===== src/rtl/dpd_pkg.sv =====
package dpd_pkg;

	// special characters of the framing
	localparam logic [7:0] CH_INTERRUPT = 8'h03;
	localparam logic [7:0] CH_START     = 8'h24;
	localparam logic [7:0] CH_HASH      = 8'h23;
	localparam logic [7:0] CH_PLUS      = 8'h2B;
	localparam logic [7:0] CH_MINUS     = 8'h2D;
	localparam logic [7:0] CH_SPACE     = 8'h20;

	// result event codes
	typedef enum logic [1:0] {
		EV_PAYLOAD   = 2'd0,
		EV_GOOD      = 2'd1,
		EV_BAD       = 2'd2,
		EV_INTERRUPT = 2'd3
	} event_t;

	// framing phase, one-hot
	typedef enum logic [3:0] {
		PH_IDLE    = 4'b0001,
		PH_PAYLOAD = 4'b0010,
		PH_CHK1    = 4'b0100,
		PH_CHK2    = 4'b1000
	} phase_t;

	// hex digit decode result
	typedef struct packed {
		logic       ok;
		logic [3:0] val;
	} hex_t;

	// one result word from the framer to the output register
	typedef struct packed {
		logic       vld;
		event_t     ev;
		logic [7:0] data;
	} res_t;

	// whitespace as strtoul skips it
	function automatic logic is_space(logic [7:0] c);
		return (c == CH_SPACE) || (c inside {[8'h09:8'h0D]});
	endfunction

	// hex digit value with a flag for a valid digit
	function automatic hex_t hex_val(logic [7:0] c);
		hex_t   h;
		logic [7:0] d;
		h.ok  = 1'b0;
		h.val = 4'd0;
		d     = 8'd0;
		if (c inside {[8'h30:8'h39]}) begin
			d  = c - 8'h30;
			h.ok = 1'b1;
		end else if (c inside {[8'h61:8'h66]}) begin
			d  = c - 8'h57;
			h.ok = 1'b1;
		end else if (c inside {[8'h41:8'h46]}) begin
			d  = c - 8'h37;
			h.ok = 1'b1;
		end
		h.val = d[3:0];
		return h;
	endfunction

endpackage


===== src/rtl/debug_packet_deframer.sv =====
// debug_packet_deframer
// Splits a received byte stream into remote-debug packets of the form
// $payload#hh. Input channel: in_valid/in_ready with in_byte, one byte per
// word. Output channel: out_valid/out_ready with event_res and payload_byte.
// Each accepted byte gives zero or one output word: a payload byte (0), a
// packet verdict good (1) or bad (2) once the second checksum character
// arrives, or an interrupt (3) for byte 0x03 at any point.
// A byte accepted on the input passes the input register, then the output
// register, before its word shows on the output.
// Throughput: one byte per cycle while the output is not stalled; the state
// update and the 8-bit sum both sit between the input and output registers.
// Stall: while out_ready is low the output register holds its word and the
// input register can still take one more byte; bytes that give no word keep
// flowing. in_ready follows out_ready combinationally.
// Reset (arst_n low): both registers empty, framing idle, sum cleared.
// Payload bytes are passed before the verdict, so a consumer must buffer
// them until the good or bad event.
module debug_packet_deframer (
	input  logic       clk,
	input  logic       arst_n,
	input  logic       in_valid,
	output logic       in_ready,
	input  logic [7:0] in_byte,
	output logic       out_valid,
	input  logic       out_ready,
	output logic [1:0] event_res,
	output logic [7:0] payload_byte
);

	dpd_pkg::res_t res;
	logic          res_space;
	logic          out_valid_q;
	logic [1:0]    event_q;
	logic [7:0]    data_q;

	dpd_frame u_frame (
		.clk       (clk),
		.arst_n    (arst_n),
		.in_valid  (in_valid),
		.in_ready  (in_ready),
		.in_byte   (in_byte),
		.res_space (res_space),
		.res       (res)
	);

	// output register accepts a word when empty or being drained
	assign res_space = !out_valid_q || out_ready;

	always_ff @(posedge clk or negedge arst_n) begin
		if (!arst_n) begin
			out_valid_q <= 1'b0;
		end else if (res_space) begin
			out_valid_q <= res.vld;
		end
	end

	always_ff @(posedge clk) begin
		if (res_space && res.vld) begin
			event_q <= res.ev;
			data_q  <= res.data;
		end
	end

	assign out_valid    = out_valid_q;
	assign event_res    = event_q;
	assign payload_byte = data_q;

endmodule


===== src/rtl/dpd_check.sv =====
module dpd_check (
	input  logic [7:0] c0,
	input  logic [7:0] c1,
	input  logic [7:0] sum,
	output logic       good
);

	dpd_pkg::hex_t h0;
	dpd_pkg::hex_t h1;
	logic [7:0]    d1;
	logic [7:0]    value;

	assign h0 = dpd_pkg::hex_val(c0);
	assign h1 = dpd_pkg::hex_val(c1);
	assign d1 = h1.ok ? {4'd0, h1.val} : 8'd0;

	// two-character strtoul in base 16, reduced to a byte
	always_comb begin
		if (dpd_pkg::is_space(c0)) begin
			value = d1;
		end else if (c0 == dpd_pkg::CH_MINUS) begin
			value = 8'd0 - d1;
		end else if (c0 == dpd_pkg::CH_PLUS) begin
			value = d1;
		end else if (h0.ok) begin
			value = h1.ok ? {h0.val, h1.val} : {4'd0, h0.val};
		end else begin
			value = 8'd0;
		end
	end

	assign good = (value == sum);

endmodule


===== src/rtl/dpd_frame.sv =====
module dpd_frame (
	input  logic          clk,
	input  logic          arst_n,
	input  logic          in_valid,
	output logic          in_ready,
	input  logic [7:0]    in_byte,
	input  logic          res_space,
	output dpd_pkg::res_t res
);

	logic              valid_s1;
	logic [7:0]        byte_s1;
	dpd_pkg::phase_t   phase_q;
	dpd_pkg::phase_t   phase_d;
	logic [7:0]        sum_q;
	logic [7:0]        sum_d;
	logic [7:0]        first_q;
	logic [7:0]        first_d;
	logic              adv;
	logic              good;

	dpd_check u_check (
		.c0   (first_q),
		.c1   (byte_s1),
		.sum  (sum_q),
		.good (good)
	);

	// input stage advances when its result, if any, has room
	assign adv      = valid_s1 && (!res.vld || res_space);
	assign in_ready = !valid_s1 || adv;

	// input register
	always_ff @(posedge clk or negedge arst_n) begin
		if (!arst_n) begin
			valid_s1 <= 1'b0;
		end else if (in_ready) begin
			valid_s1 <= in_valid;
		end
	end

	always_ff @(posedge clk) begin
		if (in_ready && in_valid) begin
			byte_s1 <= in_byte;
		end
	end

	// byte classification and next framing state
	always_comb begin
		phase_d  = phase_q;
		sum_d    = sum_q;
		first_d  = first_q;
		res.vld  = 1'b0;
		res.ev   = dpd_pkg::EV_PAYLOAD;
		res.data = 8'd0;
		if (byte_s1 == dpd_pkg::CH_INTERRUPT) begin
			res.vld = valid_s1;
			res.ev  = dpd_pkg::EV_INTERRUPT;
		end else if (byte_s1 == dpd_pkg::CH_START) begin
			phase_d = dpd_pkg::PH_PAYLOAD;
			sum_d   = 8'd0;
		end else begin
			case (phase_q)
				dpd_pkg::PH_PAYLOAD: begin
					if (byte_s1 == dpd_pkg::CH_HASH) begin
						phase_d = dpd_pkg::PH_CHK1;
					end else begin
						sum_d    = sum_q + byte_s1;
						res.vld  = valid_s1;
						res.ev   = dpd_pkg::EV_PAYLOAD;
						res.data = byte_s1;
					end
				end
				dpd_pkg::PH_CHK1: begin
					first_d = byte_s1;
					phase_d = dpd_pkg::PH_CHK2;
				end
				dpd_pkg::PH_CHK2: begin
					res.vld = valid_s1;
					res.ev  = good ? dpd_pkg::EV_GOOD : dpd_pkg::EV_BAD;
					phase_d = dpd_pkg::PH_IDLE;
					sum_d   = 8'd0;
				end
				default: begin
					phase_d = phase_q;
				end
			endcase
		end
	end

	// framing state
	always_ff @(posedge clk or negedge arst_n) begin
		if (!arst_n) begin
			phase_q <= dpd_pkg::PH_IDLE;
			sum_q   <= 8'd0;
			first_q <= 8'd0;
		end else if (adv) begin
			phase_q <= phase_d;
			sum_q   <= sum_d;
			first_q <= first_d;
		end
	end

	// interrupt leaves the framing state alone
	assert property (@(posedge clk) disable iff (!arst_n)
		adv && byte_s1 == dpd_pkg::CH_INTERRUPT
		|=> phase_q == $past(phase_q) && sum_q == $past(sum_q))
		else $error("interrupt changed framing state");

	// start byte opens a packet with a clear sum
	assert property (@(posedge clk) disable iff (!arst_n)
		adv && byte_s1 == dpd_pkg::CH_START
		|=> phase_q == dpd_pkg::PH_PAYLOAD && sum_q == 8'd0)
		else $error("start byte did not open a packet");

	// verdict closes the packet
	assert property (@(posedge clk) disable iff (!arst_n)
		adv && res.vld && (res.ev == dpd_pkg::EV_GOOD || res.ev == dpd_pkg::EV_BAD)
		|=> phase_q == dpd_pkg::PH_IDLE && sum_q == 8'd0)
		else $error("verdict did not close the packet");

	// a verdict only comes out of the second checksum phase
	assert property (@(posedge clk) disable iff (!arst_n)
		res.vld && (res.ev == dpd_pkg::EV_GOOD || res.ev == dpd_pkg::EV_BAD)
		|-> phase_q == dpd_pkg::PH_CHK2)
		else $error("verdict outside checksum phase");

endmodule

===== config.mk =====
export PLATFORM = sky130hd
export DESIGN_NAME = debug_packet_deframer
export DESIGN_NICKNAME = d
export VERILOG_FILES = /design/src/rtl/dpd_pkg.sv /design/src/rtl/debug_packet_deframer.sv /design/src/rtl/dpd_check.sv /design/src/rtl/dpd_frame.sv
export SDC_FILE = /design/constraint.sdc
export NUM_CORES = 1
export LEC_CHECK = 0
export ABC_AREA = 1
export ABC_CLOCK_PERIOD_IN_PS = 2590
export BUFFER_PORTS_ARGS = -buffer_cell sky130_fd_sc_hd__buf_2
export CAP_MARGIN = 25
export CORE_AREA = 2 2 76 78
export CTS_CLUSTER_DIAMETER = 50
export DETAILED_ROUTE_END_ITERATION = 8
export DIE_AREA = 0 0 78 80
export PLACE_DENSITY = 0.77
export SETUP_SLACK_MARGIN = 0.1
export SLEW_MARGIN = 10
export SYNTH_ARGS = -nofsm -noshare
export SYNTH_HDL_FRONTEND = slang
export SYNTH_SLANG_ARGS = --single-unit

===== constraint.sdc =====
create_clock -name clk -period 2.59 [get_ports clk]
set_clock_uncertainty 0.1 [all_clocks]
set_input_delay 0.518 -clock clk [delete_from_list [all_inputs] [get_ports clk]]
set_output_delay 0.518 -clock clk [all_outputs]
set_load 0.1 [all_outputs]

==> results.md, run 1 <==
- Layout cell share with drive strength beyond 1: 29.2%
- Drt drc: 0
- Crit path cell chain: buf_4, ha_4, nand3b_1, nand4_1, nand2_1, inv_2, ha_4, nor2_4, nor2_4, nand3_1, nand3_1, nor2_1, nand2_1, nor2_2, nand2_1, nand2_1, nand2_1
- Post-synthesis adder-cell area fraction: 7.28%
- Clock sink count: 40
- Min setup slack post-route: -0.0426 ns
- Crit path required time: 2.55 ns
- Place WS: approximately 0.037 ns
- Synth top area share: between 10% and 20%
- Cell area after layout: 0.00346 mm^2
- Die Height: 80 um
- Mapped Area: about 0.0029 mm^2
- Die X: 78 um
- First-pass GRT wire length: between 10,000 and 15,000 um
- Crit path from: u_frame.byte_s1[0]
- Root Driver: clkbuf_8
- Filler instances: between 400 and 500
- H-tree Lvls: 2
- Final Net Count: around 440
- Die area: between 0.006 and 0.007 mm^2
- DR pass1 iterations: 4
- Worst slew pin tran: approximately 0.54 ns
- Hold_buf cts: 0
- Worst Hold Class: input port to async pin
- Hold WS: between 0.08 and 0.09 ns
- Synth warn: 0
- Final period utilization: 102%
- Number of I/O port buffers: 23
- Xor/xnor share of the synthesized area: 2.46%
- Synth Flop Type: dfrtp_1
- Met3 usage: 4.98%
- Sequential area share after synthesis: 38.3%
- CP max-delay cell: edfxtp_1
- Mux cell area share after synthesis: 0%
- FP Rows: 27
- Syn avg cell area: roughly 8 um^2
- DR vias: between 2,000 and 2,500
- WS Path Type: register to register
- Worst setup path end: event_res[1]
- Max VDD drop: 0.626 mV
- I/O pin count: 24
- Synth Area in Compound Gates: 8.38%
- Iter 0 DRT Violations: roughly 160
- Worst-path maximum fanout: 4
- Post-detail-place hpwl: approximately 5000 um
- Worst slew margin: approximately 63%
- Area added between synthesis and finish: 21.2%
- CTS Buffer Depth: 2
- Netlist cell types: 39
- Met1 Resource Use GR: around 30%
- Grt ovf: 0
- Antenna Cells: 0
- EDFF count, synth: 18
- Power Density: ~960 mW/mm^2
- Via-to-Cell Ratio: approximately 5.2
- Max Cap Viol: 0
- CTS tree: yes
- Total CTS buffers: 5
- Largest family of logic cells by synthesized area: simple AND/OR/NAND/NOR gates
- Worst Reg-to-Reg Cells: 17
- Post-route ant nets: 0
- R2R Path Start: u_frame.byte_s1[0]
- Post-synthesis async set-or-reset flop share: between 50 and 60%
- Core ar.: 0.00541 mm^2
- Register clock-pin slew on the reported worst setup and hold paths: ~0.070 ns
- GRT busiest layer: met2
- Syn_nets: 383
- Worst reg2reg setup slack: -0.04 ns
- Violated checks: negative setup slack
- Status: finished, violations left
- M2 GR Usage: 39.0%
- Leakage Power: between 1.5 and 2 nW
- Wire length per cell: between 10 and 15 um
- Dpl cell area: roughly 0.0031 mm^2
- Final Hold Fails: 0
- Crit end category: register
- Initial Util: a little over half
- Cells after synthesis: approximately 360
- Largest net degree at the start of global routing: 23
- Fin. max-slew vios: 0
- Yosys reg bits: 40
- Initial antenna violation count: 0
- Worst-skew pair later-pin latency: approximately 0.3 ns
- Synth area leader: edfxtp_1
- RSZ-0062 raised after global routing: yes
- Slowest stage delay, CP: between 0.4 and 0.5 ns
- CP arrival: roughly 2.6 ns
- Final GP Congestion: approximately 0.96
- Simple-Gate Fraction of Synth Area: roughly a third
- Setup violations, final: 2
- GRT Util Overall: 23.2%
- Fin crit period: 2.63 ns
- Area contributors post-synth: edfxtp_1 19%, dfrtp_1 18%, nand2_1 11%
- Setup crit start kind: register
- Reg2reg end: event_res[1]
- Drt total wl: between 6000 and 7000 um
- Commonest cells post-synth: 83 x nand2_1, 40 x inv_1, 40 x nand3_1, 35 x nor2_1, 21 x dfrtp_1
- Fmax: roughly 0.38 GHz
- Most frequent cell after synthesis: nand2_1
- Number of global-route vias before repair: 2,475
- Most Frequent Cell on Critical Path: nand2_1
cells in the final DEF (no fill, tap or decap), types with 4 or more instances in the layout:
cell	netlist	layout
nand2_1	83	81
nand3_1	40	40
inv_1	40	34
nor2_1	35	31
buf_4	0	24
buf_2	2	22
dfrtp_1	21	21
edfxtp_1	18	18
inv_2	10	16
o21ai_1	15	16
ha_1	15	12
nor2_2	6	8
nand4_1	8	8
a21oi_1	8	8
nand2_2	5	7
nand2_4	7	5
xor2_1	5	5
clkbuf_8	0	5
nand3_2	4	4
stage by stage:
step	setup TNS, ns	util [%]	total power, mW	std cells
5_1_grt	-0.385	63.9	3.60	480
2_1_floorplan	0	-	2.34	355
4_1_cts	-0.0515	62.5	3.29	478
3_5_place_dp	0	57.6	2.68	457
6_report	-0.0577	63.9	3.33	480
3_3_place_gp	0	57.6	2.62	457
routing by layer:
metal  vias up  share of wire, %
met5         -                 0
met4         0               2.3
met3        15               4.8
met2        66                48
met1      1153                45
li1       1265                 -
where the power goes:
part | internal, mW | switching, mW
Combinational | 0.582 | 1.15
Sequential | 0.861 | 0.168
Clock | 0.346 | 0.216
worst min-delay path by stage:
stage	from	endpoint	slack, ns
finish	arst_n	u_frame.phase_q[1]	0.08
CTS	arst_n	u_frame.phase_q[1]	0.09
global placement	u_frame.first_q[7]	u_frame.first_q[7]	0.38
floorplan	arst_n	out_valid	0.12
detailed placement	u_frame.phase_q[1]	u_frame.phase_q[1]	0.41
global route	arst_n	u_frame.phase_q[1]	0.11
final cells by class:
| type | instances | area, um^2 | share of cell area (%) |
|---|---|---|---|
| repair buffers | 49 | 333 | 9.63 |
| well taps | 72 | 90.1 | 2.61 |
| clock buffers | 7 | 97.6 | 2.82 |
| flip-flops and latches | 40 | 1090 | 31.6 |
| multi-input cells | 259 | 1610 | 46.5 |
| inverters | 52 | 205 | 5.94 |
| clock inverters | 1 | 30.0 | 0.869 |
worst max-delay path: cells and delay by family, from the launching register on:
kind                       cells  cell delay (ns)
adders and majority gates      2             0.37
buffers and inverters          2             0.28
DFF                            1             0.45
and+or+nand+nor               13             1.20
registers in the layout, indices dropped and copies added, names as in the netlist:
register / count
u_frame.byte_s1: 8
payload_byte: 8
out_valid: 1
u_frame.sum_q: 8
u_frame.valid_s1: 1
u_frame.phase_q: 4
u_frame.first_q: 8
event_res: 2
logic make-up (layout without fill, tap and decap cells):
group / after synthesis / after routing
and+or+nand+nor: 197 / 197
buffers and inverters: 56 / 109
DFF: 40 / 40
AOI/OAI and AO/OA: 38 / 38
adders and majority gates: 16 / 16
xor gates and xnor gates: 8 / 8
repair_timing:
item,CTS,global route
setup endpoints to repair,2,3
endpoints found under the hold margin,0,0
cloned,0,0
pin swaps,13,12
setup buffers,13,2
resized for setup,13,15
Note: power is estimated with default switching activity, not from simulation.
==> run 2, diff against run 1 <==
- CORE_AREA: 2 2 76 78 -> 2 2 82 84
- DIE_AREA: 0 0 78 80 -> 0 0 84 86
- PLACE_DENSITY: 0.77 -> 0.67
==> results.md, run 2 (synthesized netlist as in run 1, its figures left out) <==
- Status: finished, violations left
- Violated checks: negative setup slack
- Number of I/O port buffers: 23 (unchanged)
- Via-to-Cell Ratio: 5.14 (-1.3%)
- Final GP Congestion: 0.934 (-2.9%)
- Int Power: 1.74 mW (-3.0%)
- Setup crit start kind: register
- CTS tree: yes
- Delay-heaviest family, CP: simple AND/OR/NAND/NOR gates
- Leakage Power: 1.68 nW (+0.48%)
- DR vias: 2,498 (-0.040%)
- Post-route ant nets: 0 (unchanged)
- Largest net degree at the start of global routing: 23 (unchanged)
- Most common cell after layout, fill and taps aside: nand2_1
- Number of global-route vias before repair: 2,378 (-3.9%)
- Initial antenna violation count: 0 (unchanged)
- Layout cell share with drive strength beyond 1: 30.8% (+1.6 points)
- WS Path Type: register to output pin
- Register clock-pin slew on the reported worst setup and hold paths: 0.08 ns (about the same)
- Drt drc: 0 (unchanged)
- Grt ovf: 0 (unchanged)
- Filler instances: 545 (+20%)
- Iter 0 DRT Violations: 184 (+18%)
- Switching power: 1.52 mW (-1.0%)
- Core ar.: 0.00628 mm^2 (+16%)
- I/O pin count: 24 (unchanged)
- Final Hold Fails: 0 (unchanged)
- Clock sink count: 40 (unchanged)
- CP max-delay cell: edfxtp_1
- Reg2reg end: event_res[1]
- CTS Buffer Depth: 2 (unchanged)
- GRT Util Overall: 18.5% (-4.7 points)
- Multi-input gate area: 0.00164 mm^2 (+2.3%)
- Worst slew pin tran: 0.538 ns (-0.00527 ns)
- Clock power share: 15.3% (-1.6 points)
- Max VDD drop: 0.504 mV (-20%)
- Post-detail-place hpwl: 5090 um (+2.0%)
- Die Height: 86 um (+7.5%)
- Fmax: 0.382 GHz (+0.45%)
- Worst Hold Class: input port to async pin
- Root Driver: clkbuf_8
- Final Net Count: 436 (+0.23%)
- Cell area after layout: 0.00349 mm^2 (+0.91%)
- Area added between synthesis and finish: 22.3%
- Worst-path maximum fanout: 3 (-1)
- Sequential Area: 0.00109 mm^2 (unchanged)
- Commonest non-fill, non-tap cells in the layout: 81 x nand2_1, 38 x nand3_1, 35 x inv_1
- Crit end category: output pin
- Max Cap Viol: 0 (unchanged)
- Total CTS buffers: 5 (unchanged)
- H-tree Lvls: 2 (unchanged)
- Util after Layout: 55.6% (-8.4 points)
- CP bufs+invs: 2 (unchanged)
- Worst-skew pair later-pin latency: 0.29 ns (about the same)
- Final period utilization: 101% (-0.46 points)
- Wire length per cell: 13.7 um (-0.55%)
- Worst reg2reg setup slack: 0.03 ns (+0.07 ns)
- Drt total wl: 6660 um (+0.70%)
- Crit path required time: 1.97 ns (-0.58 ns)
- Initial Util: 45.4% (-7.3 points)
- CP arrival: 2.00 ns (-0.59 ns)
- Min setup slack post-route: -0.0307 ns (+0.0119 ns)
- Fin. max-slew vios: 0 (unchanged)
- Die X: 84 um (+7.7%)
- RSZ-0062 raised after global routing: yes
- FP Rows: 29 (+7.4%)
- Hold_buf cts: 0 (unchanged)
- Combinational Power Share: 53.0% (+0.8 points)
- Setup violations, final: 1 (-1)
- First-pass GRT wire length: 10,700 um (-5.7%)
- R2R Path Start: u_frame.byte_s1[7]
- Fin crit period: 2.62 ns (-0.0119 ns)
- Worst Reg-to-Reg Cells: 18 (+1)
- Crit path cell chain: buf_6, ha_4, nand4_1, nor2_2, nor2_2, nand2_4, a21oi_4, nand2_4, buf_12
- Antenna Cells: 0 (unchanged)
- Dpl cell area: 0.00312 mm^2 (+0.20%)
- Die area: 0.00722 mm^2 (+16%)
- DR pass1 iterations: 6 (+2)
- Reg power frac: 31.7% (+0.8 points)
- Power Density: 934 mW/mm^2 (-3.0%)
- Worst slew margin: 64.1% (+0.81 points)
- Slowest stage delay, CP: 0.48 ns (+0.03 ns)
- Net switching fraction of the power: 46.7% (+0.50 points)
[run 2: power groups by stage]
stage               Sequential [mW]  Combinational, mW  Clock [mW]
floorplan                      1.20               1.14           0
finish                         1.03               1.73       0.500
global route                   1.06               1.91       0.532
global placement               1.04               1.59           0
detailed placement             1.04               1.63           0
CTS                            1.03               1.69       0.508
[run 2: through the flow]
| step | cells | total power, mW | worst slack (ns) | hold slack [ns] | TNS, ns |
|---|---|---|---|---|---|
| 2_1_floorplan | 355 | 2.34 | 0.152 | 0.122 | 0 |
| 3_3_place_gp | 462 | 2.63 | 0.0803 | 0.380 | 0 |
| 3_5_place_dp | 462 | 2.67 | 0.0192 | 0.392 | 0 |
| 4_1_cts | 480 | 3.23 | 0.0155 | 0.132 | 0 |
| 5_1_grt | 486 | 3.49 | -0.171 | 0.147 | -0.359 |
| 6_report | 486 | 3.26 | -0.0307 | 0.105 | -0.0307 |
[run 2: worst register-to-register path, cell delays in order, from the launching register on]
cell,delay [ns]
edfxtp_1,0.49
inv_2,0.13
nand2_1,0.08
nor2_2,0.19
nand4_1,0.13
nand2_2,0.12
inv_2,0.05
ha_4,0.25
nor2_2,0.03
nor2_2,0.12
nand2_1,0.06
nand2_1,0.05
nand3_1,0.07
nor2_1,0.09
nand2_1,0.06
nor2_2,0.12
nand2_1,0.06
nand2_1,0.05
nand2_1,0.04
[run 2: cell type report]
class                      count  area share, %
sequential                    40           31.3
tap                           77           2.76
clock inverter                 2           1.00
multi-input combinational    259           47.1
timing repair buffer          50           9.76
clock buffer                   6           2.08
inverter                      52           5.92
[run 2: how the worst max path moves through the flow]
| stage | startpoint | to | slack [ns] | cells after the start |
|---|---|---|---|---|
| 2_1_floorplan | u_frame.byte_s1[1] | u_frame.byte_s1[0] | 0.15 | 10 |
| 3_3_place_gp | u_frame.byte_s1[1] | event_res[1] | 0.08 | 18 |
| 3_5_place_dp | u_frame.byte_s1[1] | event_res[1] | 0.02 | 18 |
| 4_1_cts | u_frame.byte_s1[0] | event_res[1] | 0.02 | 18 |
| 5_1_grt | u_frame.byte_s1[7] | event_res[1] | -0.17 | 18 |
| 6_report | u_frame.byte_s1[0] | in_ready | -0.03 | 9 |
[run 2: routing by layer]
metal  routed length, um  global-route usage [%]  vias to the layer above  part of all wire, %
li1                    -                       -                     1268                    -
met1                3090                    24.3                     1160                   46
met2                3160                    31.6                       62                   47
met3                 319                    3.37                        8                  4.8
met4                  92                    5.13                        0                  1.4
met5                   0                       0                        -                    0
[run 2: repair_timing]
item	in CTS	in global routing
gates resized for setup	12	22
setup endpoints to repair	2	20
setup buffers	11	6
endpoints found under the hold margin	0	0
pin swaps	15	18
